## src/hw/rtl/hbto_pkg.sv

```systemverilog
// Shared types, codes and constants of the heartbeat timeout output gate.
package hbto_pkg;

   localparam int CHAN_MAX     = 4;
   localparam int CHANNELS_DEF = 4;

   localparam int QUEUE_DEPTH  = 2;
   localparam int QPTR_W       = $clog2(QUEUE_DEPTH);
   localparam int QCNT_W       = $clog2(QUEUE_DEPTH + 1);

   localparam int CSR_AW       = 5;
   localparam int CSR_DW       = 32;
   localparam int REG_IDX_W    = 3;

   localparam logic [1:0] CMD_BEAT   = 2'd0;
   localparam logic [1:0] CMD_TICK   = 2'd1;
   localparam logic [1:0] CMD_ENABLE = 2'd2;

   localparam logic [1:0] KIND_NOP    = 2'd0;
   localparam logic [1:0] KIND_BEAT   = 2'd1;
   localparam logic [1:0] KIND_TICK   = 2'd2;
   localparam logic [1:0] KIND_ENABLE = 2'd3;

   localparam logic [1:0] CH_STARTING = 2'd0;
   localparam logic [1:0] CH_ONLINE   = 2'd1;
   localparam logic [1:0] CH_OFFLINE  = 2'd2;

   localparam logic [REG_IDX_W-1:0] REG_TIMEOUT0 = 3'd0;
   localparam logic [REG_IDX_W-1:0] REG_TIMEOUT1 = 3'd1;
   localparam logic [REG_IDX_W-1:0] REG_TIMEOUT2 = 3'd2;
   localparam logic [REG_IDX_W-1:0] REG_TIMEOUT3 = 3'd3;
   localparam logic [REG_IDX_W-1:0] REG_ACTIVE   = 3'd4;
   localparam logic [REG_IDX_W-1:0] REG_REQUIRED = 3'd5;

   localparam logic [15:0] TIMEOUT_RESET = 16'd100;

   typedef struct packed {
      logic [1:0]  kind;
      logic [1:0]  channel;
      logic [31:0] now_ms;
      logic        enable;
   } item_type;

   typedef struct packed {
      logic [CHAN_MAX-1:0][15:0] timeout;
      logic [CHAN_MAX-1:0]       active;
      logic [CHAN_MAX-1:0]       required;
   } cfg_type;

   typedef struct packed {
      logic                motor_allowed;
      logic                motor_enabled;
      logic [CHAN_MAX-1:0] online_mask;
      logic [CHAN_MAX-1:0] offline_mask;
      logic [CHAN_MAX-1:0] went_online;
      logic [CHAN_MAX-1:0] went_offline;
      logic [31:0]         elapsed_ms;
      logic                watchdog_kick;
   } result_type;

endpackage

```

## src/hw/rtl/heartbeat_timeout_output_gate_unit.sv

```systemverilog
// Top level of the heartbeat timeout output gate: CSR block, front end and back end.
//
// Usage
//   Input words enter on the req_ channel (push/full). cmd 0 stamps a heartbeat on
//   a channel, cmd 1 is the periodic tick that checks every active channel, cmd 2
//   writes the output enable latch; cmd 3 changes nothing. Every word yields one
//   result word on the rsp_ channel (empty/pop) with the gate status after it.
//   Timeouts and the active and required masks sit in CSRs on the APB-style csr_
//   port, one register every 4 bytes; write them only while the block is idle.
// Flow
//   A two-word front queue takes input while the back end works; the back end takes a
//   word from it while idle. Heartbeat, enable and no-op words load the result as they
//   are taken, one word per cycle while the result slot is free. A tick holds the back
//   end through its steps (take it, visit one channel per cycle through the single
//   subtract-and-compare unit, form the status), and its result loads at the last step.
// Reset and stall
//   Synchronous reset sets every channel to starting, drops enable and allowed, empties
//   both queues and loads the CSR reset values. While the receiver holds off pop, the
//   result register holds, the back end waits, and req_full rises once the queue fills.
module heartbeat_timeout_output_gate_unit #(
   parameter int CHANNELS = hbto_pkg::CHANNELS_DEF
) (
   input  logic                          clock,
   input  logic                          reset,
   // input channel
   input  logic                          req_push,
   output logic                          req_full,
   input  logic [1:0]                    req_cmd,
   input  logic [1:0]                    req_channel,
   input  logic [31:0]                   req_now_ms,
   input  logic                          req_enable,
   // result channel
   output logic                          rsp_empty,
   input  logic                          rsp_pop,
   output logic                          rsp_motor_allowed,
   output logic                          rsp_motor_enabled,
   output logic [3:0]                    rsp_online_mask,
   output logic [3:0]                    rsp_offline_mask,
   output logic [3:0]                    rsp_went_online,
   output logic [3:0]                    rsp_went_offline,
   output logic [31:0]                   rsp_elapsed_ms,
   output logic                          rsp_watchdog_kick,
   // CSR port
   input  logic                          csr_psel,
   input  logic                          csr_penable,
   input  logic                          csr_pwrite,
   input  logic [hbto_pkg::CSR_AW-1:0]   csr_paddr,
   input  logic [hbto_pkg::CSR_DW-1:0]   csr_pwdata,
   output logic [hbto_pkg::CSR_DW-1:0]   csr_prdata,
   output logic                          csr_pready
);

   logic [15:0]                    timeout_ff [hbto_pkg::CHAN_MAX];
   logic [hbto_pkg::CHAN_MAX-1:0]  active_ff;
   logic [hbto_pkg::CHAN_MAX-1:0]  required_ff;
   logic [hbto_pkg::REG_IDX_W-1:0] reg_idx;
   logic                           csr_wr;
   hbto_pkg::cfg_type              cfg;
   logic                           item_valid;
   logic                           item_take;
   hbto_pkg::item_type             item;
   hbto_pkg::result_type           rsp;

   // CSR access: no wait states, registers every 4 bytes.
   assign csr_pready = 1'b1;
   assign reg_idx    = csr_paddr[hbto_pkg::CSR_AW-1:2];
   assign csr_wr     = csr_psel && csr_penable && csr_pwrite;

   always_ff @(posedge clock) begin
      if (reset) begin
         for (int i = 0; i < hbto_pkg::CHAN_MAX; i++) begin
            timeout_ff[i] <= hbto_pkg::TIMEOUT_RESET;
         end
         active_ff   <= '0;
         required_ff <= '0;
      end else if (csr_wr) begin
         // Drop writes to addresses past the register list.
         unique case (reg_idx)
            hbto_pkg::REG_TIMEOUT0: timeout_ff[0] <= csr_pwdata[15:0];
            hbto_pkg::REG_TIMEOUT1: timeout_ff[1] <= csr_pwdata[15:0];
            hbto_pkg::REG_TIMEOUT2: timeout_ff[2] <= csr_pwdata[15:0];
            hbto_pkg::REG_TIMEOUT3: timeout_ff[3] <= csr_pwdata[15:0];
            hbto_pkg::REG_ACTIVE:   active_ff     <= csr_pwdata[hbto_pkg::CHAN_MAX-1:0];
            hbto_pkg::REG_REQUIRED: required_ff   <= csr_pwdata[hbto_pkg::CHAN_MAX-1:0];
            default: begin
            end
         endcase
      end
   end

   always_comb begin
      unique case (reg_idx)
         hbto_pkg::REG_TIMEOUT0: csr_prdata = {16'd0, timeout_ff[0]};
         hbto_pkg::REG_TIMEOUT1: csr_prdata = {16'd0, timeout_ff[1]};
         hbto_pkg::REG_TIMEOUT2: csr_prdata = {16'd0, timeout_ff[2]};
         hbto_pkg::REG_TIMEOUT3: csr_prdata = {16'd0, timeout_ff[3]};
         hbto_pkg::REG_ACTIVE:   csr_prdata = {28'd0, active_ff};
         hbto_pkg::REG_REQUIRED: csr_prdata = {28'd0, required_ff};
         default:                csr_prdata = '0;
      endcase
   end

   // Bundle the configuration for the back end.
   always_comb begin
      for (int i = 0; i < hbto_pkg::CHAN_MAX; i++) begin
         cfg.timeout[i] = timeout_ff[i];
      end
      cfg.active   = active_ff;
      cfg.required = required_ff;
   end

   // Front end: classify and queue input words.
   hbto_front u_front (
      .clock       (clock),
      .reset       (reset),
      .req_push    (req_push),
      .req_full    (req_full),
      .req_cmd     (req_cmd),
      .req_channel (req_channel),
      .req_now_ms  (req_now_ms),
      .req_enable  (req_enable),
      .item_valid  (item_valid),
      .item        (item),
      .item_take   (item_take)
   );

   // Back end: carry out heartbeats, ticks and enable writes; hold the result.
   hbto_back #(
      .CHANNELS (CHANNELS)
   ) u_back (
      .clock      (clock),
      .reset      (reset),
      .cfg        (cfg),
      .item_valid (item_valid),
      .item       (item),
      .item_take  (item_take),
      .rsp_pop    (rsp_pop),
      .rsp_empty  (rsp_empty),
      .rsp        (rsp)
   );

   // Fan the result word out onto its ports.
   assign rsp_motor_allowed  = rsp.motor_allowed;
   assign rsp_motor_enabled  = rsp.motor_enabled;
   assign rsp_online_mask    = rsp.online_mask;
   assign rsp_offline_mask   = rsp.offline_mask;
   assign rsp_went_online    = rsp.went_online;
   assign rsp_went_offline   = rsp.went_offline;
   assign rsp_elapsed_ms     = rsp.elapsed_ms;
   assign rsp_watchdog_kick  = rsp.watchdog_kick;

endmodule

```

## src/hw/rtl/hbto_front.sv

```systemverilog
// Front end: accept input words, classify the command, queue them for the back end.
module hbto_front (
   input  logic                 clock,
   input  logic                 reset,
   input  logic                 req_push,
   output logic                 req_full,
   input  logic [1:0]           req_cmd,
   input  logic [1:0]           req_channel,
   input  logic [31:0]          req_now_ms,
   input  logic                 req_enable,
   output logic                 item_valid,
   output hbto_pkg::item_type   item,
   input  logic                 item_take
);

   hbto_pkg::item_type                queue_ff [hbto_pkg::QUEUE_DEPTH];
   logic [hbto_pkg::QPTR_W-1:0]       wr_ptr_ff, wr_ptr_in;
   logic [hbto_pkg::QPTR_W-1:0]       rd_ptr_ff, rd_ptr_in;
   logic [hbto_pkg::QCNT_W-1:0]       count_ff, count_in;
   logic                              push_ok;
   hbto_pkg::item_type                new_item;

   // Classify the command; the unused code becomes a no-op word.
   always_comb begin
      new_item.channel = req_channel;
      new_item.now_ms  = req_now_ms;
      new_item.enable  = req_enable;
      unique case (req_cmd)
         hbto_pkg::CMD_BEAT:   new_item.kind = hbto_pkg::KIND_BEAT;
         hbto_pkg::CMD_TICK:   new_item.kind = hbto_pkg::KIND_TICK;
         hbto_pkg::CMD_ENABLE: new_item.kind = hbto_pkg::KIND_ENABLE;
         default:              new_item.kind = hbto_pkg::KIND_NOP;
      endcase
   end

   assign req_full   = (count_ff == hbto_pkg::QCNT_W'(hbto_pkg::QUEUE_DEPTH));
   assign push_ok    = req_push && !req_full;
   assign item_valid = (count_ff != '0);
   assign item       = queue_ff[rd_ptr_ff];

   // Depth is a power of two, so the pointers wrap on their own.
   always_comb begin
      wr_ptr_in = push_ok   ? wr_ptr_ff + hbto_pkg::QPTR_W'(1) : wr_ptr_ff;
      rd_ptr_in = item_take ? rd_ptr_ff + hbto_pkg::QPTR_W'(1) : rd_ptr_ff;
      count_in  = count_ff;
      if (push_ok && !item_take) begin
         count_in = count_ff + hbto_pkg::QCNT_W'(1);
      end else if (!push_ok && item_take) begin
         count_in = count_ff - hbto_pkg::QCNT_W'(1);
      end
   end

   always_ff @(posedge clock) begin
      if (reset) begin
         wr_ptr_ff <= '0;
         rd_ptr_ff <= '0;
         count_ff  <= '0;
      end else begin
         wr_ptr_ff <= wr_ptr_in;
         rd_ptr_ff <= rd_ptr_in;
         count_ff  <= count_in;
      end
   end

   always_ff @(posedge clock) begin
      if (push_ok) begin
         queue_ff[wr_ptr_ff] <= new_item;
      end
   end

`ifndef NO_ASSERTIONS
   a_count_bound: assert property (@(posedge clock) disable iff (reset)
      count_ff <= hbto_pkg::QCNT_W'(hbto_pkg::QUEUE_DEPTH))
      else $error("front queue count exceeds depth");

   a_take_nonempty: assert property (@(posedge clock) disable iff (reset)
      item_take |-> item_valid)
      else $error("back end took a word from an empty front queue");

   a_full_has_word: assert property (@(posedge clock) disable iff (reset)
      req_full |-> item_valid)
      else $error("front queue reports full with no word waiting");
`endif

endmodule

```

## src/hw/rtl/hbto_back.sv

```systemverilog
// Back end: channel state, tick scan sequencer and the result register.
module hbto_back #(
   parameter int CHANNELS = hbto_pkg::CHANNELS_DEF
) (
   input  logic                 clock,
   input  logic                 reset,
   input  hbto_pkg::cfg_type    cfg,
   input  logic                 item_valid,
   input  hbto_pkg::item_type   item,
   output logic                 item_take,
   input  logic                 rsp_pop,
   output logic                 rsp_empty,
   output hbto_pkg::result_type rsp
);

   localparam int SCAN_W = (CHANNELS > 1) ? $clog2(CHANNELS) : 1;
   localparam logic [SCAN_W-1:0] SCAN_LAST = SCAN_W'(CHANNELS - 1);
   localparam logic [hbto_pkg::CHAN_MAX-1:0] CH_MASK =
      hbto_pkg::CHAN_MAX'((1 << CHANNELS) - 1);

   localparam logic [1:0] PH_IDLE   = 2'd0;
   localparam logic [1:0] PH_SCAN   = 2'd1;
   localparam logic [1:0] PH_FINISH = 2'd2;

   logic [31:0]                  last_ff [CHANNELS];
   logic [31:0]                  last_in [CHANNELS];
   logic [31:0]                  offt_ff [CHANNELS];
   logic [31:0]                  offt_in [CHANNELS];
   logic [1:0]                   cstate_ff [CHANNELS];
   logic [1:0]                   cstate_in [CHANNELS];
   logic [CHANNELS-1:0]          seen_ff, seen_in;
   logic                         enable_ff, enable_in;
   logic                         allowed_ff, allowed_in;
   logic [1:0]                   phase_ff, phase_in;
   logic [SCAN_W-1:0]            scan_ff, scan_in;
   logic [31:0]                  tick_now_ff, tick_now_in;
   logic [1:0]                   tick_ch_ff, tick_ch_in;
   logic [hbto_pkg::CHAN_MAX-1:0] up_ff, up_in, down_ff, down_in;
   logic                         rsp_valid_ff, rsp_valid_in;
   hbto_pkg::result_type         rsp_ff, rsp_in;

   logic [hbto_pkg::CHAN_MAX-1:0] act, req, onl, offl;
   logic                         slot_free, rsp_load, all_online;
   logic [31:0]                  sel_last, elapsed, res_el;
   logic [15:0]                  sel_to;
   logic [1:0]                   sel_state, res_ch;
   logic                         sel_seen, sel_active, in_time, res_tick;

   assign act       = cfg.active & CH_MASK;
   assign req       = cfg.required & act;
   assign slot_free = !rsp_valid_ff || rsp_pop;

   // Pick the channel under scan; one subtract and compare serves all channels.
   always_comb begin
      sel_last   = '0;
      sel_to     = '0;
      sel_state  = hbto_pkg::CH_STARTING;
      sel_seen   = 1'b0;
      sel_active = 1'b0;
      for (int i = 0; i < CHANNELS; i++) begin
         if (scan_ff == SCAN_W'(i)) begin
            sel_last   = last_ff[i];
            sel_to     = cfg.timeout[i];
            sel_state  = cstate_ff[i];
            sel_seen   = seen_ff[i];
            sel_active = act[i];
         end
      end
   end

   assign elapsed = tick_now_ff - sel_last;
   assign in_time = (elapsed <= {16'd0, sel_to});

   always_comb begin
      onl = '0;
      offl = '0;
      for (int i = 0; i < CHANNELS; i++) begin
         onl[i]  = (cstate_ff[i] == hbto_pkg::CH_ONLINE);
         offl[i] = (cstate_ff[i] == hbto_pkg::CH_OFFLINE);
      end
   end

   assign all_online = (req != '0) && ((req & ~onl) == '0);

   always_comb begin
      last_in      = last_ff;
      offt_in      = offt_ff;
      cstate_in    = cstate_ff;
      seen_in      = seen_ff;
      enable_in    = enable_ff;
      allowed_in   = allowed_ff;
      phase_in     = phase_ff;
      scan_in      = scan_ff;
      tick_now_in  = tick_now_ff;
      tick_ch_in   = tick_ch_ff;
      up_in        = up_ff;
      down_in      = down_ff;
      item_take    = 1'b0;
      rsp_load     = 1'b0;
      res_ch       = item.channel;
      res_tick     = 1'b0;
      unique case (phase_ff)
         PH_IDLE: begin
            if (item_valid) begin
               if (item.kind == hbto_pkg::KIND_TICK) begin
                  item_take   = 1'b1;
                  tick_now_in = item.now_ms;
                  tick_ch_in  = item.channel;
                  scan_in     = '0;
                  up_in       = '0;
                  down_in     = '0;
                  phase_in    = PH_SCAN;
               end else if (slot_free) begin
                  item_take = 1'b1;
                  rsp_load  = 1'b1;
                  if (item.kind == hbto_pkg::KIND_BEAT && act[item.channel]) begin
                     for (int i = 0; i < CHANNELS; i++) begin
                        if (item.channel == 2'(i)) begin
                           last_in[i] = item.now_ms;
                           seen_in[i] = 1'b1;
                        end
                     end
                  end
                  if (item.kind == hbto_pkg::KIND_ENABLE) begin
                     enable_in = item.enable;
                     if (!item.enable) begin
                        allowed_in = 1'b0;
                     end
                  end
               end
            end
         end
         PH_SCAN: begin
            for (int i = 0; i < CHANNELS; i++) begin
               if (scan_ff == SCAN_W'(i) && sel_active) begin
                  offt_in[i] = elapsed;
                  if (sel_seen && in_time) begin
                     if (sel_state != hbto_pkg::CH_ONLINE) begin
                        cstate_in[i] = hbto_pkg::CH_ONLINE;
                        offt_in[i]   = '0;
                        up_in[i]     = 1'b1;
                     end
                  end else if (!in_time) begin
                     if (sel_state != hbto_pkg::CH_OFFLINE) begin
                        cstate_in[i] = hbto_pkg::CH_OFFLINE;
                        down_in[i]   = 1'b1;
                        if (cfg.required[i]) begin
                           enable_in  = 1'b0;
                           allowed_in = 1'b0;
                        end
                     end
                  end
               end
            end
            if (scan_ff == SCAN_LAST) begin
               phase_in = PH_FINISH;
            end else begin
               scan_in = scan_ff + SCAN_W'(1);
            end
         end
         PH_FINISH: begin
            res_ch   = tick_ch_ff;
            res_tick = 1'b1;
            if (slot_free) begin
               rsp_load   = 1'b1;
               allowed_in = enable_ff && all_online;
               phase_in   = PH_IDLE;
            end
         end
         default: begin
            phase_in = PH_IDLE;
         end
      endcase
   end

   always_comb begin
      res_el = '0;
      for (int i = 0; i < CHANNELS; i++) begin
         if (res_ch == 2'(i)) begin
            res_el = offt_ff[i];
         end
      end
   end

   always_comb begin
      rsp_in.motor_allowed  = allowed_in;
      rsp_in.motor_enabled  = enable_in;
      rsp_in.online_mask    = onl;
      rsp_in.offline_mask   = offl;
      rsp_in.went_online    = res_tick ? up_ff : '0;
      rsp_in.went_offline   = res_tick ? down_ff : '0;
      rsp_in.elapsed_ms     = res_el;
      rsp_in.watchdog_kick  = res_tick;
      rsp_valid_in          = rsp_load ? 1'b1 : (rsp_pop ? 1'b0 : rsp_valid_ff);
   end

   always_ff @(posedge clock) begin
      if (reset) begin
         for (int i = 0; i < CHANNELS; i++) begin
            last_ff[i]   <= '0;
            offt_ff[i]   <= '0;
            cstate_ff[i] <= hbto_pkg::CH_STARTING;
         end
         seen_ff      <= '0;
         enable_ff    <= 1'b0;
         allowed_ff   <= 1'b0;
         phase_ff     <= PH_IDLE;
         scan_ff      <= '0;
         up_ff        <= '0;
         down_ff      <= '0;
         rsp_valid_ff <= 1'b0;
      end else begin
         last_ff      <= last_in;
         offt_ff      <= offt_in;
         cstate_ff    <= cstate_in;
         seen_ff      <= seen_in;
         enable_ff    <= enable_in;
         allowed_ff   <= allowed_in;
         phase_ff     <= phase_in;
         scan_ff      <= scan_in;
         up_ff        <= up_in;
         down_ff      <= down_in;
         rsp_valid_ff <= rsp_valid_in;
      end
   end

   always_ff @(posedge clock) begin
      tick_now_ff <= tick_now_in;
      tick_ch_ff  <= tick_ch_in;
      if (rsp_load) begin
         rsp_ff <= rsp_in;
      end
   end

   assign rsp_empty = !rsp_valid_ff;
   assign rsp       = rsp_ff;

`ifndef NO_ASSERTIONS
   a_scan_range: assert property (@(posedge clock) disable iff (reset)
      phase_ff == PH_SCAN |-> scan_ff <= SCAN_LAST)
      else $error("tick scan index ran past the last channel");

   a_take_idle: assert property (@(posedge clock) disable iff (reset)
      item_take |-> phase_ff == PH_IDLE)
      else $error("word taken while a tick scan is in progress");

   a_edges_disjoint: assert property (@(posedge clock) disable iff (reset)
      !rsp_empty |-> (rsp.went_online & rsp.went_offline) == '0)
      else $error("channel reported going online and offline in one tick");

   a_allowed_needs_enable: assert property (@(posedge clock) disable iff (reset)
      !rsp_empty && rsp.motor_allowed |-> rsp.motor_enabled)
      else $error("output allowed without output enable");
`endif

endmodule

```

## config.mk

```make
export PLATFORM = sky130hd
export DESIGN_NAME = heartbeat_timeout_output_gate_unit
export DESIGN_NICKNAME = d
export VERILOG_FILES = /design/src/hw/rtl/hbto_pkg.sv /design/src/hw/rtl/heartbeat_timeout_output_gate_unit.sv /design/src/hw/rtl/hbto_front.sv /design/src/hw/rtl/hbto_back.sv
export SDC_FILE = /design/constraint.sdc
export NUM_CORES = 1
export LEC_CHECK = 0
export ABC_AREA = 1
export BUFFER_PORTS_ARGS = -buffer_cell sky130_fd_sc_hd__buf_4
export CORE_MARGIN = 4
export CORE_UTILIZATION = 60
export CTS_BUF_LIST = sky130_fd_sc_hd__clkbuf_4 sky130_fd_sc_hd__clkbuf_8
export CTS_CLUSTER_DIAMETER = 80
export CTS_CLUSTER_SIZE = 24
export DETAILED_ROUTE_END_ITERATION = 8
export PLACE_DENSITY = 0.79
export REMOVE_ABC_BUFFERS = 1
export SETUP_SLACK_MARGIN = 0.3
export SLEW_MARGIN = 15
export SYNTH_ARGS = -nofsm -noshare
export SYNTH_HDL_FRONTEND = slang
export SYNTH_SLANG_ARGS = --single-unit
```

## constraint.sdc

```tcl
create_clock -name clock -period 6.6 [get_ports clock]
set_input_delay 0.33 -clock clock [delete_from_list [all_inputs] [get_ports clock]]
set_output_delay 0.33 -clock clock [all_outputs]
set_load 0.05 [all_outputs]
```

==> impl_metrics.tcl, run 1 <==
set metrics [dict create \
    drv_cap 0 \
    path_max_fanout 25 \
    worst-path-stages 35 \
    grtUsageTotal_pct 26.5 \
    min_path_cells 3 \
    synth.distinct_cells 53 \
    ios 167 \
    layout.cells.most_common "nand2_1" \
    die_area_sq_um 44000 \
    fp.dieW_um 210 \
    row_count 73 \
    nFillCells 3207 \
    arrival_ps 6160 \
    maxSlewHeadroom_pct 22.7 \
    clkTransAtPathRegs_ps 150 \
    period_minus_slack_ps 5640 \
    drc 0 \
    synth_warnings 0 \
    via_per_inst 5.66 \
    hold_slack_ps 30.4 \
    synthesis.instances 2875 \
    setup_tns_ps 0 \
    cts_resized 0 \
    nets 3097 \
    grt_pass1_vias 18800 \
    multi_input_area_sq_um 9470 \
    antenna_left 0 \
    cp_slowest_cell "ha_1" \
    netlist.area_leader.share_pct 27.4 \
    worst_pin_slew_ps 1150 \
    grt_antenna_before_repair 0 \
    leakagePower_nw 11.0 \
    syn_area_per_cell_sq_um 8.50 \
    grt_first_pass_wirelength_um 96500 \
    ys.flop_type "dfxtp_1" \
    totalWireLength_um 60800 \
    cpPeakStageDelay_ps 470 \
    final_cell_mix "nand2_1 (494), inv_1 (467), a21oi_1 (324)" \
    post_cts_buffers 0 \
    grt_overflow_total 0 \
    cts_tree "yes" \
    dr.first_iter.drc_count 1944 \
    hp-class "in -> reg" \
    cp.required_ps 7120 \
    dpl.hpwl_um 41200 \
    synth_area_leader_cell "edfxtp_1" \
    clkLatencyLatePin_ps 670 \
    reg2regPathDepth 35 \
    cp_num_buf_inv 9 \
    clk_path_buf_depth 3 \
    initial_core_util_pct 61.1 \
    synth_edf_count 223 \
    crit_type "reg -> reg" \
    core_area_sq_um 40000 \
    drtPass1Iterations 6 \
    wl_per_cell_um 17.3 \
    yosysSeqAreaShare_pct 51.6 \
    drive_gt1_share_pct 11.4 \
    finalSetupViolCount 0 \
    seqCellArea_sq_um 12600 \
    clockRootBuffer "clkbuf_8" \
    rsz0062_at_grt "false" \
    antennaDiodeCount 0 \
    reg2reg_slack_ps 960 \
    p_per_area_nw_per_um2 324 \
    cts.sinks 519 \
    syn_area_sq_um 24400 \
    synth-seq-cells 519 \
    htree_levels 1 \
    vias 19800 \
    die_h_um 210 \
    vdd_drop_max_v 0.000210 \
    synth_area_leaders "edfxtp_1 (27%), dfxtp_1 (24%), nand2_1 (7.6%)" \
    end_kind "flip-flop" \
    crit_top_cell "nand2_1" \
    cpLargestDelayFamily "simple AND/OR/NAND/NOR gates" \
    port_buffers 131 \
    drv_slew 0 \
    worst_setup_path_start_kind "flip-flop" \
    fin_util_pct 66.9 \
    status "complete, no violations" \
    fmax_mhz 177 \
    cts_buffers 27 \
    synthArstFlopShare_pct 0 \
    area_growth_pct 9.49 \
    hold_viol 0 \
    finClkSkew_ps 56.6 \
    finalWeightedCongestion 0.949 \
    finalCritPeriodShare_pct 85.4 \
    grt_max_degree 141 \
]
-- path summary, 6_finish.rpt --
check | startpoint | end
worst max register to register | u_back.scan_ff[1] | u_back.offt_ff[38]
worst min-delay path | csr_pwdata[13] | timeout_ff[1][13]
worst max-delay path | u_back.scan_ff[1] | u_back.offt_ff[38]
worst min register to register | u_back.last_ff[102] | u_back.last_ff[102]
-- final cells by class --
cell class	instances	share of cell area [%]
clock buffer	44	1.94
clock inverter	5	0.248
tap	525	2.45
inverter	473	6.64
timing repair buffer	206	6.19
multi-input combinational	1734	35.4
sequential	519	47.2
-- registers in the layout, summed over array words and instances, names as in the netlist, 2 cells and up, named ones only --
signal and cells:
u_back.last_ff 128, u_back.offt_ff 128, u_front.queue_ff 74, timeout_ff 64
u_back.rsp 51, u_back.tick_now_ff 32, u_back.cstate_ff 8, active_ff 4
required_ff 4, u_back.down_ff 4, u_back.seen_ff 4, u_back.up_ff 4
u_back.phase_ff 2, u_back.scan_ff 2, u_back.tick_ch_ff 2, u_front.count_ff 2
-- where the power goes --
group          internal, mW  switching (mW)
logic                 0.956            2.38
registers              3.75           0.103
clock network         0.518           0.977
total                  5.22            3.46
-- repair_timing --
item / 4_1_cts / 5_1_grt
hold buffers: 39 / 0
setup endpoints to repair: 0 / 0
hold endpoints to repair: 81 / 0
-- synth_stat cells (6+ instances only) --
cell / count
clkbuf_1: 118
a22oi_1: 20
nand3_1: 53
edfxtp_1: 223
a211oi_1: 28
inv_1: 468
buf_2: 15
a221oi_1: 28
nor2_2: 9
o221ai_1: 6
buf_1: 11
o21ai_0: 277
a21oi_2: 9
a21oi_1: 324
nor3_1: 11
dfxtp_1: 296
o2111ai_1: 19
mux2_2: 33
nand2_1: 494
xor2_1: 14
nand2_2: 23
nand3_2: 7
nor2_1: 149
buf_4: 18
nand2_4: 8
nand4_1: 57
o22ai_1: 18
o211ai_1: 46
ha_1: 54
-- stage by stage --
stage | area, sq um | std cells | setup slack [ps] | total power, mW
floorplan | 23800 | 2726 | 480 | 6.15
global placement | 25800 | 3418 | 1190 | 7.10
detailed placement | 25800 | 3418 | 1050 | 7.19
CTS | 26800 | 3506 | 967 | 8.66
global route | 26800 | 3506 | 515 | 9.12
finish | 26800 | 3506 | 961 | 8.68
-- cells by family after synthesis --
logic type / synth area share, %
AO/OA/AOI/OAI: 18.4
XOR/XNOR: 0.537
adder cells (fa/ha/maj): 2.85
buffers and inverters: 10.2
flip-flops: 51.6
multiplexers: 1.58
other: 0.0307
AND/OR/NAND/NOR: 14.8
-- metal layers --
layer  track usage, %  vias to the layer above  routed length, um
met5                0                        -                  0
met4             6.03                        0               1350
met3             3.53                      120               4570
met2             44.4                      775              28700
li1                 -                     9726                  -
met1             37.2                     9208              26200
-- tightest hold or removal path, cell delays in order --
cell    delay, ps
buf_4          80
inv_1          60
nor2_1        100
Power figures use the tool's default switching activity.
==> run 2: changes to the inputs <==
--- a/config.mk
+++ b/config.mk
@@ -8,7 +8,7 @@
 export ABC_AREA = 1
 export BUFFER_PORTS_ARGS = -buffer_cell sky130_fd_sc_hd__buf_4
 export CORE_MARGIN = 4
-export CORE_UTILIZATION = 60
+export CORE_UTILIZATION = 57
 export CTS_BUF_LIST = sky130_fd_sc_hd__clkbuf_4 sky130_fd_sc_hd__clkbuf_8
 export CTS_CLUSTER_DIAMETER = 80
 export CTS_CLUSTER_SIZE = 24
==> constraint.sdc (replaced) <==
create_clock -name clock -period 4.6 [get_ports clock]
set_input_delay 0.23 -clock clock [delete_from_list [all_inputs] [get_ports clock]]
set_output_delay 0.23 -clock clock [all_outputs]
set_load 0.05 [all_outputs]
==> impl_metrics.tcl, run 2 (synthesis results as in run 1) <==
set metrics [dict create \
    dpl.cell_count 3527 \
    grt_first_pass_wirelength_um 101000 \
    die_h_um 215 \
    violations "setup timing" \
    via_per_inst 5.67 \
    min_path_cells 5 \
    grt_overflow_total 0 \
    end_kind "flip-flop" \
    setup_tns_ps -1360 \
    fin_area_sq_um 28400 \
    layout.cells.most_common "nand2_1" \
    routed.top_layer "met4" \
    initial_core_util_pct 58.0 \
    grt_antenna_before_repair 0 \
    clk_path_buf_depth 3 \
    wl_per_cell_um 17.3 \
    p_per_area_nw_per_um2 464 \
    hold_path_end "timeout_ff[1][5]" \
    drive_gt1_share_pct 17.2 \
    postPlaceCellArea_sq_um 26600 \
    arrival_ps 5200 \
    routed-wl-met3_um 4640 \
    cts_tree "yes" \
    fp.dieW_um 215 \
    drc 0 \
    drv_slew 0 \
    die_area_sq_um 46300 \
    worst_setup_path_start_kind "flip-flop" \
    clkTransAtPathRegs_ps 150 \
    worst_pin_slew_ps 1080 \
    cp_slowest_cell "dfxtp_4" \
    multi_input_area_sq_um 9890 \
    nets 3232 \
    clockRootBuffer "clkbuf_8" \
    htree_levels 1 \
    cts_buffers 27 \
    hold_slack_ps 90.9 \
    grt_pass1_vias 20000 \
    reg2reg_slack_ps -60 \
    vdd_drop_max_v 0.000292 \
    cts.sinks 519 \
    reg2regPathDepth 34 \
    antenna_left 0 \
    row_count 75 \
    reg2reg_to "u_back.cstate_ff[3]" \
    dr.first_iter.drc_count 1977 \
    period_minus_slack_ps 4660 \
    fmax_mhz 215 \
    crit_type "reg -> reg" \
    path_max_fanout 5 \
    seqCellArea_sq_um 12600 \
    final_cell_mix "nand2_1 (473), inv_1 (461), a21oi_1 (315)" \
    reg2reg_from "u_back.scan_ff[0]" \
    finClkSkew_ps 38.9 \
    finalCritPeriodShare_pct 101 \
    area_growth_pct 16.2 \
    port_buffers 131 \
    dpl.hpwl_um 43300 \
    hold_viol 0 \
    vias 20700 \
    met1_length_um 27000 \
    hp-start "csr_paddr[4]" \
    finalWeightedCongestion 0.926 \
    maxSlewHeadroom_pct 27.8 \
    fin_util_pct 67.4 \
    hp-class "in -> reg" \
    route.met2.wl_um 29400 \
    ios 167 \
    fin_cells 3656 \
    pre_cts_slack_ps -309 \
    grtUsageTotal_pct 26.1 \
    antennaDiodeCount 0 \
    rsz0062_at_grt "true" \
    status "finished with violations" \
    nFillCells 3252 \
    clkLatencyLatePin_ps 670 \
    leakagePower_nw 11.8 \
    finalSetupViolCount 56 \
    grt_max_degree 91 \
    totalWireLength_um 63200 \
    cpPeakStageDelay_ps 420 \
    p_total_mw 13.2 \
    fin_ws_ps -60.5 \
    drtPass1Iterations 6 \
    drv_cap 0 \
    crit_top_cell "nand2_2" \
    core_area_sq_um 42100 \
    largestRegisters "u_back.last_ff: 128 flops, u_back.offt_ff: 128 flops, u_front.queue_ff: 74 flops" \
    cp.required_ps 5140 \
]
==> run 2: worst max-delay path by stage <==
stage	endpoint	cells past startpoint	start	slack [ps]
3_3_place_gp	u_back.cstate_ff[1]	32	u_back.scan_ff[1]	-170
5_1_grt	u_back.offt_ff[77]	32	u_back.scan_ff[0]	-330
6_report	u_back.cstate_ff[3]	34	u_back.scan_ff[0]	-60
4_1_cts	u_back.offt_ff[41]	32	u_back.scan_ff[1]	10
3_5_place_dp	u_back.offt_ff[41]	30	u_back.scan_ff[1]	-310
2_1_floorplan	u_back.offt_ff[32]	29	u_back.scan_ff[0]	-1520
==> run 2: timing repair <==
action,CTS,global route
setup buffers,15,6
resized for setup,54,59
setup endpoints to repair,84,84
hold buffers,55,0
pin swaps,24,26
cloned,2,1
hold endpoints to repair,149,0
==> run 2: cell type report <==
type | count | share of cell area [%]
clock buffers | 41 | 1.70
clock inverters | 9 | 0.264
inverters | 473 | 6.31
multi-input cells | 1734 | 34.8
flip-flops and latches | 519 | 44.5
well taps | 539 | 2.37
repair buffers | 341 | 10.1
==> run 2: layer usage <==
| metal | track usage [%] | vias up |
|---|---|---|
| li1 | - | 10000 |
| met1 | 35.2 | 9759 |
| met2 | 43.4 | 821 |
| met3 | 4.11 | 141 |
| met4 | 8.65 | 0 |
| met5 | 0 | - |
==> run 2: critical path: cells and delay by family, from the launching register on <==
| kind | cells | cell delay, ps |
|---|---|---|
| buffers and inverters | 7 | 850 |
| adders and majority gates | 3 | 720 |
| AOI/OAI and AO/OA | 6 | 650 |
| xor gates and xnor gates | 1 | 210 |
| DFF | 1 | 420 |
| and+or+nand+nor | 17 | 1650 |
==> run 2: where the power goes <==
group / leakage (nW) / switching [mW] / internal [mW]
registers: 4.50 / 0.180 / 5.38
clock network: 0.297 / 1.41 / 0.705
logic: 6.96 / 3.64 / 1.86
